<file path="config.mk">
export PLATFORM = sky130hd
export DESIGN_NAME = gcd_divides_product_test_top
export DESIGN_NICKNAME = d
export VERILOG_FILES = /design/src/rtl/gdpt_pkg.sv /design/src/rtl/gcd_divides_product_test_top.sv
export SDC_FILE = /design/constraint.sdc
export NUM_CORES = 1
export LEC_CHECK = 0
export ABC_AREA = 1
export BUFFER_PORTS_ARGS = -buffer_cell sky130_fd_sc_hd__clkbuf_2
export CAP_MARGIN = 20
export CORE_MARGIN = 2
export CORE_UTILIZATION = 50
export CTS_CLUSTER_SIZE = 10
export DETAILED_ROUTE_END_ITERATION = 16
export GPL_TIMING_DRIVEN = 0
export PLACE_DENSITY = 0.67
export SETUP_SLACK_MARGIN = 0.5
export SLEW_MARGIN = 20
export SYNTH_ARGS = -nofsm -noshare
export SYNTH_HDL_FRONTEND = slang
export SYNTH_SLANG_ARGS = --single-unit
</file>
<file path="constraint.sdc">
create_clock -name clk -period 8.35 [get_ports clk]
set_clock_uncertainty 0.2 [all_clocks]
set_input_delay 2.505 -clock clk [delete_from_list [all_inputs] [get_ports clk]]
set_output_delay 2.505 -clock clk [all_outputs]
set_load 0.02 [all_outputs]
</file>
<file path="src/rtl/gdpt_pkg.sv">
// Package for the gcd divides-product test: shared constants.
package gdpt_pkg;

	// Default width of the divisor, factor and residual values.
	localparam int unsigned VALUE_BITS_DEF = 31;

endpackage

</file>
<file path="src/rtl/gcd_divides_product_test_top.sv">
// Top level of the gcd divides-product test: sequencer, shared subtractor and result register.
//
// This block decides whether a divisor divides the product of a stream of factors
// without ever forming that product. A transfer with kind = 0 loads its value as the
// residual and starts a new case. Each transfer with kind = 1 is a factor f, and the
// residual r becomes r / gcd(r, f). A transfer with last = 1 yields one result transfer
// once it has been applied: divides is 1 when the residual has reached 1, and residual
// carries the value left over. Items after a last item without a new divisor keep
// reducing the held residual. A factor of zero drives a nonzero residual to 1. A divisor
// load goes straight to the finishing state. A factor first runs a binary gcd on one
// shared subtractor; the number of gcd steps depends on the operand values. Unless the
// gcd is zero, an exact restoring division of the residual by the gcd then runs on the
// same subtractor, followed by the finishing state. The gcd steps and the division
// steps share the subtractor and the step counter. in_ready is high only while the
// sequencer is idle. A finished result sits in an output register; the next input
// transfer is taken while it waits, and the sequencer only stalls when a second result
// is ready before the first has been taken.
module gcd_divides_product_test_top
	import gdpt_pkg::*;
#(
	parameter int unsigned VALUE_BITS = VALUE_BITS_DEF
) (
	input  logic                  clk,
	input  logic                  arst_n,
	input  logic                  in_valid,
	output logic                  in_ready,
	input  logic                  kind,
	input  logic [VALUE_BITS-1:0] value,
	input  logic                  last,
	output logic                  out_valid,
	input  logic                  out_ready,
	output logic                  divides,
	output logic [VALUE_BITS-1:0] residual
);

	localparam int unsigned CNT_W = $clog2(VALUE_BITS + 1);
	localparam logic [CNT_W-1:0] CNT_LAST = CNT_W'(VALUE_BITS - 1);

	typedef enum logic [1:0] {
		ST_IDLE,
		ST_GCD,
		ST_DIV,
		ST_DONE
	} state_t;

	state_t                state_q;
	logic [VALUE_BITS-1:0] remaining_q;
	logic [VALUE_BITS-1:0] a_q;
	logic [VALUE_BITS-1:0] b_q;
	logic [VALUE_BITS-1:0] g_q;
	logic [VALUE_BITS-1:0] num_q;
	logic [VALUE_BITS-1:0] rem_q;
	logic [CNT_W-1:0]      cnt_q;
	logic                  last_q;
	logic                  out_valid_q;
	logic                  divides_q;
	logic [VALUE_BITS-1:0] residual_q;

	// The one subtractor, shared by the gcd steps and the division steps.
	logic [VALUE_BITS:0] sub_a;
	logic [VALUE_BITS:0] sub_b;
	logic [VALUE_BITS:0] diff;
	logic                no_borrow;

	// Gcd result once one operand has reached zero.
	logic                  gcd_end;
	logic [VALUE_BITS-1:0] gcd_val;

	// A finished last item moves its result into the output register this cycle.
	logic                  post_result;

	always_comb begin
		if (state_q == ST_DIV) begin
			sub_a = {rem_q, num_q[VALUE_BITS-1]};
			sub_b = {1'b0, g_q};
		end else begin
			sub_a = {1'b0, a_q};
			sub_b = {1'b0, b_q};
		end
		diff      = sub_a - sub_b;
		no_borrow = ~diff[VALUE_BITS];
	end

	assign gcd_end = (a_q == '0) || (b_q == '0);
	assign gcd_val = ((a_q == '0) ? b_q : a_q) << cnt_q;

	assign post_result = (state_q == ST_DONE) && last_q && (!out_valid_q || out_ready);

	always_ff @(posedge clk or negedge arst_n) begin
		if (!arst_n) begin
			state_q     <= ST_IDLE;
			remaining_q <= VALUE_BITS'(1);
			a_q         <= '0;
			b_q         <= '0;
			g_q         <= '0;
			num_q       <= '0;
			rem_q       <= '0;
			cnt_q       <= '0;
			last_q      <= 1'b0;
			out_valid_q <= 1'b0;
			divides_q   <= 1'b0;
			residual_q  <= '0;
		end else begin
			if (post_result) begin
				out_valid_q <= 1'b1;
			end else if (out_valid_q && out_ready) begin
				out_valid_q <= 1'b0;
			end
			unique case (state_q)
				ST_IDLE: begin
					if (in_valid) begin
						last_q <= last;
						cnt_q  <= '0;
						if (!kind) begin
							remaining_q <= value;
							state_q     <= ST_DONE;
						end else begin
							a_q     <= remaining_q;
							b_q     <= value;
							state_q <= ST_GCD;
						end
					end
				end
				ST_GCD: begin
					if (gcd_end) begin
						// A zero gcd only arises when both operands are zero:
						// the residual is then left unchanged.
						g_q   <= gcd_val;
						num_q <= remaining_q;
						rem_q <= '0;
						cnt_q <= '0;
						if (gcd_val == '0) begin
							state_q <= ST_DONE;
						end else begin
							state_q <= ST_DIV;
						end
					end else if (!a_q[0] && !b_q[0]) begin
						a_q   <= a_q >> 1;
						b_q   <= b_q >> 1;
						cnt_q <= cnt_q + CNT_W'(1);
					end else if (!a_q[0]) begin
						a_q <= a_q >> 1;
					end else if (!b_q[0]) begin
						b_q <= b_q >> 1;
					end else if (no_borrow) begin
						a_q <= diff[VALUE_BITS:1];
					end else begin
						a_q <= b_q;
						b_q <= a_q;
					end
				end
				ST_DIV: begin
					if (no_borrow) begin
						rem_q <= diff[VALUE_BITS-1:0];
					end else begin
						rem_q <= sub_a[VALUE_BITS-1:0];
					end
					num_q <= {num_q[VALUE_BITS-2:0], no_borrow};
					cnt_q <= cnt_q + CNT_W'(1);
					if (cnt_q == CNT_LAST) begin
						remaining_q <= {num_q[VALUE_BITS-2:0], no_borrow};
						state_q     <= ST_DONE;
					end
				end
				ST_DONE: begin
					if (!last_q) begin
						state_q <= ST_IDLE;
					end else if (post_result) begin
						divides_q  <= (remaining_q == VALUE_BITS'(1));
						residual_q <= remaining_q;
						state_q    <= ST_IDLE;
					end
				end
				default: begin
					state_q <= ST_IDLE;
				end
			endcase
		end
	end

	assign in_ready  = (state_q == ST_IDLE);
	assign out_valid = out_valid_q;
	assign divides   = divides_q;
	assign residual  = residual_q;

endmodule

</file>
# Yosys cells after proc, flatten, opt, wreduce, memory -nomap -nowiden
# Index checks and enable logic that the tools add are counted.
[word_totals]
reg_bits = 227
latchBits = 0
ram_bits = 0
mem_bits_ro = 0
input_bits = 37
output_inout_bits = 34
memories = 0
[classes]
addsub = 2
multipliers = 0
div_mod_pow = 0
magnitude_cmp = 0
eq_ne = 16
shift = 1
n_mux = 42
bitwise = 1
n_reduce_logical = 29
[op_table]
columns = ["cell", "n"]
rows = [
  ["$mux 31", 22],
  ["$pmux 31 s2", 5],
  ["$logic_not 31->1", 3],
  ["$mux 32", 1],
  ["$sub 32x32->32", 1],
  ["$eq 31x1->1 const B", 1],
  ["$shl 31x5->31", 1],
  ["$mux 5", 3],
  ["$pmux 5 s3", 1],
  ["$mux 2", 6],
  ["$reduce_and 4->1", 3],
  ["$reduce_and 5->1", 2],
  ["$ne 3x3->1 const B", 3],
  ["$ne 2x2->1 const B", 4],
  ["$ne 4x4->1 const B", 2],
  ["$pmux 2 s4", 1],
  ["$reduce_bool 2->1", 4],
  ["$reduce_and 2->1", 3],
  ["$reduce_and 3->1", 2],
  ["$reduce_and 6->1", 1],
  ["$add 5x1->5 const B", 1],
  ["$eq 5x5->1 const B", 1],
  ["$eq 2x2->1 const B", 2],
  ["$logic_and 1x1->1", 4],
  ["8 further kinds", 14],
]

# Depth between registers and ports, before layout
# Gate-level depths: netlist of run 1.
[logic_depth]
depth_word = 9
mapped_depth = 27

# Least setup slack after synthesis of run 1
# OpenSTA, ideal clock, no wires.
[synth_timing]
path_kind = "input -> register"
startpoint = "input port in_valid"
endpoint = "register b_q[20]"
setup_time_ns = 0.074
t_arrival_ns = 3.775
required_ns = 8.076
setup_slack_ns = 4.301
cell_stages = 11
path_cell_list = "or2_2 o21ai_0 nor3_1 inv_1 a21oi_1 nand2_2 inv_2 buf_6 buf_8 nand2_2 o21ai_2"
[synth_between]
elab_chain_cells = 2
[synth_rtl]
columns = ["element", "line", "source"]
rows = [
  ["from (decl)", "gcd_divides_product_test_top.sv:25", "input logic in_valid,"],
  ["$ne 2x2->1 (no source line)", "-", ""],
  ["$reduce_and 6->1 (no source line)", "-", ""],
  ["to (signal assigned)", "gcd_divides_product_test_top.sv:119", "b_q <= value;"],
  ["to (signal assigned)", "gcd_divides_product_test_top.sv:139", "b_q <= b_q >> 1;"],
  ["to (signal assigned)", "gcd_divides_product_test_top.sv:144", "b_q <= b_q >> 1;"],
  ["to (decl)", "gcd_divides_product_test_top.sv:49", "logic [VALUE_BITS-1:0] b_q;"],
]
# Every way passes these cells.
# A chain may end at the register's enable or synchronous reset.

# Worst setup path after layout of run 1
[layout_timing]
startpoint = "register state_q[0]"
endpoint = "register a_q[28]"
[layout_between]
elab_chain_cells = 9
word_cells_on_any_way = 18
classes_between = "1 x add/sub; 6 x eq/ne; 8 x mux; 3 x reduce/logical"
[layout_rtl]
columns = ["element", "line", "source"]
rows = [
  ["from (decl)", "gcd_divides_product_test_top.sv:46", "state_t state_q;"],
  ["from (signal assigned)", "gcd_divides_product_test_top.sv:91", "state_q <= ST_IDLE;"],
  ["from (signal assigned)", "gcd_divides_product_test_top.sv:116", "state_q <= ST_DONE;"],
  ["from (signal assigned)", "gcd_divides_product_test_top.sv:120", "state_q <= ST_GCD;"],
  ["$eq 2x2->1", "gcd_divides_product_test_top.sv:73", "if (state_q == ST_DIV) begin"],
  ["$mux 32 / $mux 31 (equally long branches)", "gcd_divides_product_test_top.sv:73", ""],
  ["$sub 32x32->32", "gcd_divides_product_test_top.sv:80", "diff = sub_a - sub_b;"],
  ["$mux 31", "gcd_divides_product_test_top.sv:145", "end else if (no_borrow) begin"],
  ["$mux 31", "gcd_divides_product_test_top.sv:143", "end else if (!b_q[0]) begin"],
  ["$mux 31", "gcd_divides_product_test_top.sv:141", "end else if (!a_q[0]) begin"],
  ["$mux 31", "gcd_divides_product_test_top.sv:137", "end else if (!a_q[0] && !b_q[0]) begin"],
  ["$mux 31", "gcd_divides_product_test_top.sv:125", "if (gcd_end) begin"],
  ["$pmux 31 s2", "gcd_divides_product_test_top.sv:109", "unique case (state_q)"],
  ["to (signal assigned)", "gcd_divides_product_test_top.sv:138", "a_q <= a_q >> 1;"],
  ["to (signal assigned)", "gcd_divides_product_test_top.sv:142", "a_q <= a_q >> 1;"],
  ["to (signal assigned)", "gcd_divides_product_test_top.sv:146", "a_q <= diff[VALUE_BITS:1];"],
  ["to (decl)", "gcd_divides_product_test_top.sv:48", "logic [VALUE_BITS-1:0] a_q;"],
]
# Several ways; a longest one is shown, not always the timed one. The select of a mux whose other input is x is not followed.

==> flow_metrics.env, run 1 <==
export IMPL_status="finished clean"
export IMPL_dieHeight_um=180
export IMPL_port_buffers=70
export IMPL_synth_compound_area_share=0.189
export IMPL_synth_area_um2=15500
export IMPL_start_util=0.507
export IMPL_hpwlAfterDp_um=51100
export IMPL_cts_tree="yes"
export IMPL_synth_fa_ha_area_frac=0.0290
export IMPL_die_area_um2=32500
export IMPL_cp_num_buf_inv=7
export IMPL_dp_slack_ns=2.08
export IMPL_fin_crit_sh=0.768
export IMPL_synthMuxAreaShare=0.000645
export IMPL_core_area_um2=30600
export IMPL_n_fill_cell=3073
export IMPL_synth_top_family_by_area="simple AND/OR/NAND/NOR gates"
export IMPL_r2r_end="a_q[28]"
export IMPL_synthArstFlopShare=1.00
export IMPL_start_kind="flop"
export IMPL_drv_cap=0
export IMPL_crit_fanout=10
export IMPL_syn_area_per_cell_um2=6.65
export IMPL_cts_made_buffers=28
export IMPL_antenna_found_initial=1
export IMPL_grt_pass1_wl_um=95400
export IMPL_overflow=0
export IMPL_yosys_area_share_simple=0.310
export IMPL_syn_nets=2407
export IMPL_dpl_cell_area_um2=16500
export IMPL_rows=64
export IMPL_synth_top_area_frac=0.364
export IMPL_synthXorXnorAreaFrac=0.0158
export IMPL_grt_busiest_layer="met2"
export IMPL_grt_pass1_vias=16200
export IMPL_ioPinCount=71
export IMPL_num_nets_final=2510
export IMPL_tightest_slew_ns=1.09
export IMPL_ys_warn_count=0
export IMPL_area_delta_synth_final_pct=11.2
export IMPL_min_to="rem_q[22]"
export IMPL_hp_class="flop to flop"
export IMPL_cts_resized=0
export IMPL_worstSetupPathType="flop to flop"
export IMPL_gp_congestion=1.02
export IMPL_firstDrtPassIters=6
export IMPL_cts_max_level=1
export IMPL_worstPathArrival_ns=6.68
export IMPL_use_met1=0.522
export IMPL_crit_top_cell="nand2_1"
export IMPL_avgViaCountPerCell=5.94
export IMPL_cts_root_buf="clkbuf_16"
export IMPL_routedWlPerCell_um=22.1
export IMPL_ys_ff_latch=227
export IMPL_post_synth_top_count_cell="nand2_1"
export IMPL_cp_cell_sequence="inv_1, ha_1, buf_6, clkbuf_1, clkbuf_1, clkbuf_1, o21ai_0, ha_1, a21oi_1, inv_1, a31oi_1, o21ai_0, nand3_1, o311ai_0, a21oi_1, nand3_2, nand2_4, buf_2, nand2_1, nand3_1, nand2_1, nand2_1, nand2_1"
export IMPL_crit_path_max_incr_delay_ns=0.71
export IMPL_layout_drive_gt1_share=0.0748
export IMPL_clk_latency_ns=0.59
export IMPL_via_count=16900
export IMPL_crit_slowest_cell="clkbuf_1"
export IMPL_yosysSeqAreaShare=0.366
export IMPL_rr_worst_depth=23
export IMPL_multiInputGateArea_um2=8450
export IMPL_clock_sinks=227
export IMPL_r2r_setup_slack_ns=1.94
export IMPL_drc=0
export IMPL_dieWidth_um=180
export IMPL_yosysUniqueCellTypes=46
export IMPL_synth_edf_count=0
export IMPL_period_minus_slack_ns=6.41
export IMPL_synth_top_area_cell="dfrtp_1"
export IMPL_rsz0062_at_grt="no"
export IMPL_drt_total_wl_um=62800
export IMPL_met2_usage=0.617
export IMPL_r2r_start="state_q[0]"
export IMPL_slew_viol_final=0
export IMPL_seq_area_um2=5680
export IMPL_holdPathStages=2
export IMPL_finalInstanceArea_um2=17300
export IMPL_startpoint="state_q[0]"
export IMPL_setup_viol=0
export IMPL_min_from="rem_q[22]"
export IMPL_drt_initial_drc_count=1777
export IMPL_cts_hold_buf=0
export IMPL_grt_max_degree=70
export IMPL_worst_slack_ns=1.94
export IMPL_crit_required_ns=8.62
export IMPL_hold_viol=0
export IMPL_cpLargestDelayFamily="buffers and inverters"
export IMPL_syn_inst=2334
export IMPL_met3_usage=0.0483
export IMPL_yosys_top_cells_count="719 x nand2_1, 303 x o21ai_0, 245 x nand3_1, 226 x dfrtp_1, 206 x inv_1"
export IMPL_max_freq_mhz=156
export IMPL_drtAntennaViolNets=0
export IMPL_clockBufferDepth=3
export IMPL_endpoint_kind="flop"
export IMPL_post_cts_setup_buffer_count=0
export IMPL_path_clk_slew_ns=0.06
export IMPL_synthFlopType="dfrtp_1"
export IMPL_gr_usage_all_layers=0.380
export IMPL_synth_area_leaders="dfrtp_1 36%, nand2_1 17%, o21ai_0 9.8%"
export IMPL_slew_headroom=0.275
sequential cells by signal, indices dropped and copies added, names as in the netlist:
name,count
a_q,31
b_q,31
g_q,31
num_q,31
rem_q,31
remaining_q,31
residual,31
cnt_q,5
state_q,2
divides,1
last_q,1
out_valid,1
area by class of cell:
type                       instances  share of cell area
antenna                            1            0.000145
buffer                           135              0.0325
clock buffer                      35              0.0433
clock inverter                     5             0.00304
inverter                         220              0.0480
multi-input combinational       1752               0.490
sequential                       227               0.329
tap                              396              0.0287
timing repair buffer              73              0.0256
cells by family after synthesis:
kind of cell / count (synthesis)
flops: 227
mux: 1
simple gates: 1150
xor+xnor: 28
compound gates: 537
buf+inv: 355
fa+ha+maj: 36
layer usage:
metal / vias up / wire length, um
met2: 853 / 28700
met5: - / 0
met4: 0 / 2770
met3: 133 / 5250
li1: 7921 / -
met1: 7993 / 26100
metrics by stage:
step | cells | hold slack [ns] | util | TNS (ns)
finish | 2844 | 0.280 | 0.564 | 0
floorplan | 2334 | 0.244 | - | 0
CTS | 2843 | 0.281 | 0.564 | 0
detailed placement | 2803 | 0.265 | 0.538 | 0
global route | 2843 | 0.307 | 0.564 | 0
global placement | 2800 | 0.263 | 0.535 | -10.60
worst max path at each step:
stage	slack (ns)	cells past startpoint	to
2_1_floorplan	4.30	11	b_q[20]
3_3_place_gp	-0.08	1	g_q[8]
3_5_place_dp	2.08	23	a_q[28]
4_1_cts	2.05	23	a_q[28]
5_1_grt	1.73	21	a_q[0]
6_report	1.94	23	a_q[28]
tightest hold or removal path: cells and delay by family, from the launching register on:
kind / cells / cell delay (ns)
DFF: 1 / 0.34
and+or+nand+nor: 2 / 0.11
placed cells by master (no fill, tap or decap), drive strengths merged, types with 2 or more instances in the layout:
master,Yosys,routed
o2111ai,3,3
buf,44,47
o21bai,2,2
nand3b,4,4
inv,218,218
o21ai,327,327
a21oi,117,117
clkbuf,91,196
or2,3,3
clkinv,2,6
a21o,3,3
nor4,9,9
o21a,5,5
a22oi,2,2
a31oi,39,39
nand2,738,738
xor2,9,9
nor2,117,117
nor3,5,5
nand3,247,247
dfrtp,226,226
o22ai,3,3
nand4,25,25
o211ai,32,32
ha,36,36
xnor2,19,19
Power of run 1 is not shown: default switching activity piles up to over one toggle a cycle in this logic, so the estimate is an artifact.
==> inputs of run 2 (changes only) <==
--- a/config.mk
+++ b/config.mk
@@ -13,7 +13,7 @@
 export CTS_CLUSTER_SIZE = 10
 export DETAILED_ROUTE_END_ITERATION = 16
 export GPL_TIMING_DRIVEN = 0
-export PLACE_DENSITY = 0.67
+export PLACE_DENSITY = 0.7
 export SETUP_SLACK_MARGIN = 0.5
 export SLEW_MARGIN = 20
 export SYNTH_ARGS = -nofsm -noshare
==> constraint.sdc (replaced) <==
create_clock -name clk -period 5.7 [get_ports clk]
set_clock_uncertainty 0.2 [all_clocks]
set_input_delay 1.71 -clock clk [delete_from_list [all_inputs] [get_ports clk]]
set_output_delay 1.71 -clock clk [all_outputs]
set_load 0.02 [all_outputs]
==> flow_metrics.env, run 2 (synthesis gave the netlist of run 1 again) <==
export IMPL_placed_cells=2802
export IMPL_finalInstanceArea_um2=17300
export IMPL_grt_pass1_wl_um=96100
export IMPL_ioPinCount=71
export IMPL_slew_viol_final=0
export IMPL_cts_max_level=1
export IMPL_grt_pass1_vias=16400
export IMPL_gp_congestion=1.04
export IMPL_rsz0062_at_grt="yes"
export IMPL_crit_fanout=10
export IMPL_cts_tree="yes"
export IMPL_drc=0
export IMPL_dieHeight_um=180
export IMPL_drt_initial_drc_count=1765
export IMPL_overflow=0
export IMPL_endpoint_kind="flop"
export IMPL_cts_made_buffers=28
export IMPL_antenna_cells=0
export IMPL_layout_commonest_cell="nand2_1"
export IMPL_num_nets_final=2509
export IMPL_cts_root_buf="clkbuf_16"
export IMPL_period_minus_slack_ns=5.04
export IMPL_clockBufferDepth=3
export IMPL_dieWidth_um=180
export IMPL_routedWlPerCell_um=21.9
export IMPL_post_cts_setup_buffer_count=0
export IMPL_dpl_cell_area_um2=16400
export IMPL_crit_slowest_cell="clkbuf_2"
export IMPL_crit_required_ns=5.93
export IMPL_n_fill_cell=3116
export IMPL_max_freq_mhz=198
export IMPL_start_kind="flop"
export IMPL_area_delta_synth_final_pct=11.4
export IMPL_tightest_slew_ns=0.738
export IMPL_grt_max_degree=86
export IMPL_cp_cell_sequence="inv_1, ha_1, buf_6, inv_4, clkbuf_2, clkbuf_2, nand2_1, o21ai_0, ha_1, a21oi_1, o21ai_0, a21oi_4, o21ai_2, nand2_1, nand2_2, nand2_2, nand3_2, nand2_4, clkbuf_4, nand2_1, nand3_1, nand2_1, nand2_1, nand2_1"
export IMPL_layout_drive_gt1_share=0.0808
export IMPL_slew_headroom=0.508
export IMPL_core_area_um2=30600
export IMPL_rows=64
export IMPL_crit_path_max_incr_delay_ns=0.42
export IMPL_fin_crit_sh=0.884
export IMPL_hold_viol=0
export IMPL_stdcell_count=2848
export IMPL_status="finished clean"
export IMPL_hpwlAfterDp_um=50200
export IMPL_clock_sinks=227
export IMPL_path_clk_slew_ns=0.06
export IMPL_via_count=16900
export IMPL_antenna_found_initial=0
export IMPL_die_area_um2=32500
export IMPL_drtAntennaViolNets=0
export IMPL_start_util=0.507
export IMPL_layout_common_cells="719 x nand2_1, 302 x o21ai_0, 245 x nand3_1"
export IMPL_gr_usage_all_layers=0.381
export IMPL_clk_latency_ns=0.58
export IMPL_firstDrtPassIters=8
export IMPL_port_buffers=70
export IMPL_final_util=0.565
export IMPL_drv_cap=0
export IMPL_crit_top_cell="nand2_1"
export IMPL_worstSetupPathType="flop to flop"
export IMPL_setup_viol=0
export IMPL_avgViaCountPerCell=5.95
export IMPL_worstPathArrival_ns=5.27
export IMPL_drt_total_wl_um=62500
export IMPL_hp_class="flop to flop"
-- run 2: worst paths after layout --
path	start	end	slack (ns)	cells after the start
min in group asynchronous	arst_n	rem_q[23]	0.97	1
max	state_q[0]	a_q[17]	0.66	24
max reg2reg	state_q[0]	a_q[17]	0.66	24
max in group asynchronous	arst_n	remaining_q[0]	3.44	2
min reg2reg	rem_q[3]	rem_q[3]	0.28	2
min	rem_q[3]	rem_q[3]	0.28	2
-- run 2: layout make-up --
type | count | area [um^2] | area share
Multi-Input combinational cell | 1752 | 8460 | 0.489
Inverter | 220 | 828 | 0.0479
Sequential cell | 227 | 5680 | 0.329
Buffer | 135 | 592 | 0.0342
Timing Repair Buffer | 72 | 414 | 0.0240
Clock inverter | 5 | 38.8 | 0.00224
Clock buffer | 41 | 779 | 0.0451
Tap cell | 396 | 495 | 0.0287
-- run 2: critical path: cells and delay by family, from the launching register on --
kind	cells	cell delay, ns
adder cells (fa/ha/maj)	2	0.57
flip-flops	1	0.41
AND/OR/NAND/NOR	11	1.21
AO/OA/AOI/OAI	5	1.04
buffers and inverters	6	1.44
-- run 2: metal layers --
metal	wire (um)	track usage
met3	5510	0.0548
met1	26000	0.521
met4	3050	0.161
met2	28000	0.607
met5	0	0
-- run 2: per-stage QoR --
| stage | setup WS, ns | setup TNS [ns] | hold slack, ns |
|---|---|---|---|
| final | 0.660 | 0 | 0.281 |
| after global routing | 0.487 | 0 | 0.296 |
| after CTS | 0.515 | 0 | 0.283 |
| after detailed placement | -0.299 | -15.41 | 0.267 |
| after global placement | -2.03 | -471.55 | 0.263 |
| after floorplan | 1.66 | 0 | 0.244 |
-- run 2: timing repair --
| item | 4_1_cts | 5_1_grt |
|---|---|---|
| resized for setup | 9 | 22 |
| hold buffers | 0 | 0 |
| endpoints found under the setup margin | 94 | 94 |
| hold endpoints to repair | 0 | 0 |
Power of run 2 is left out for the same reason.
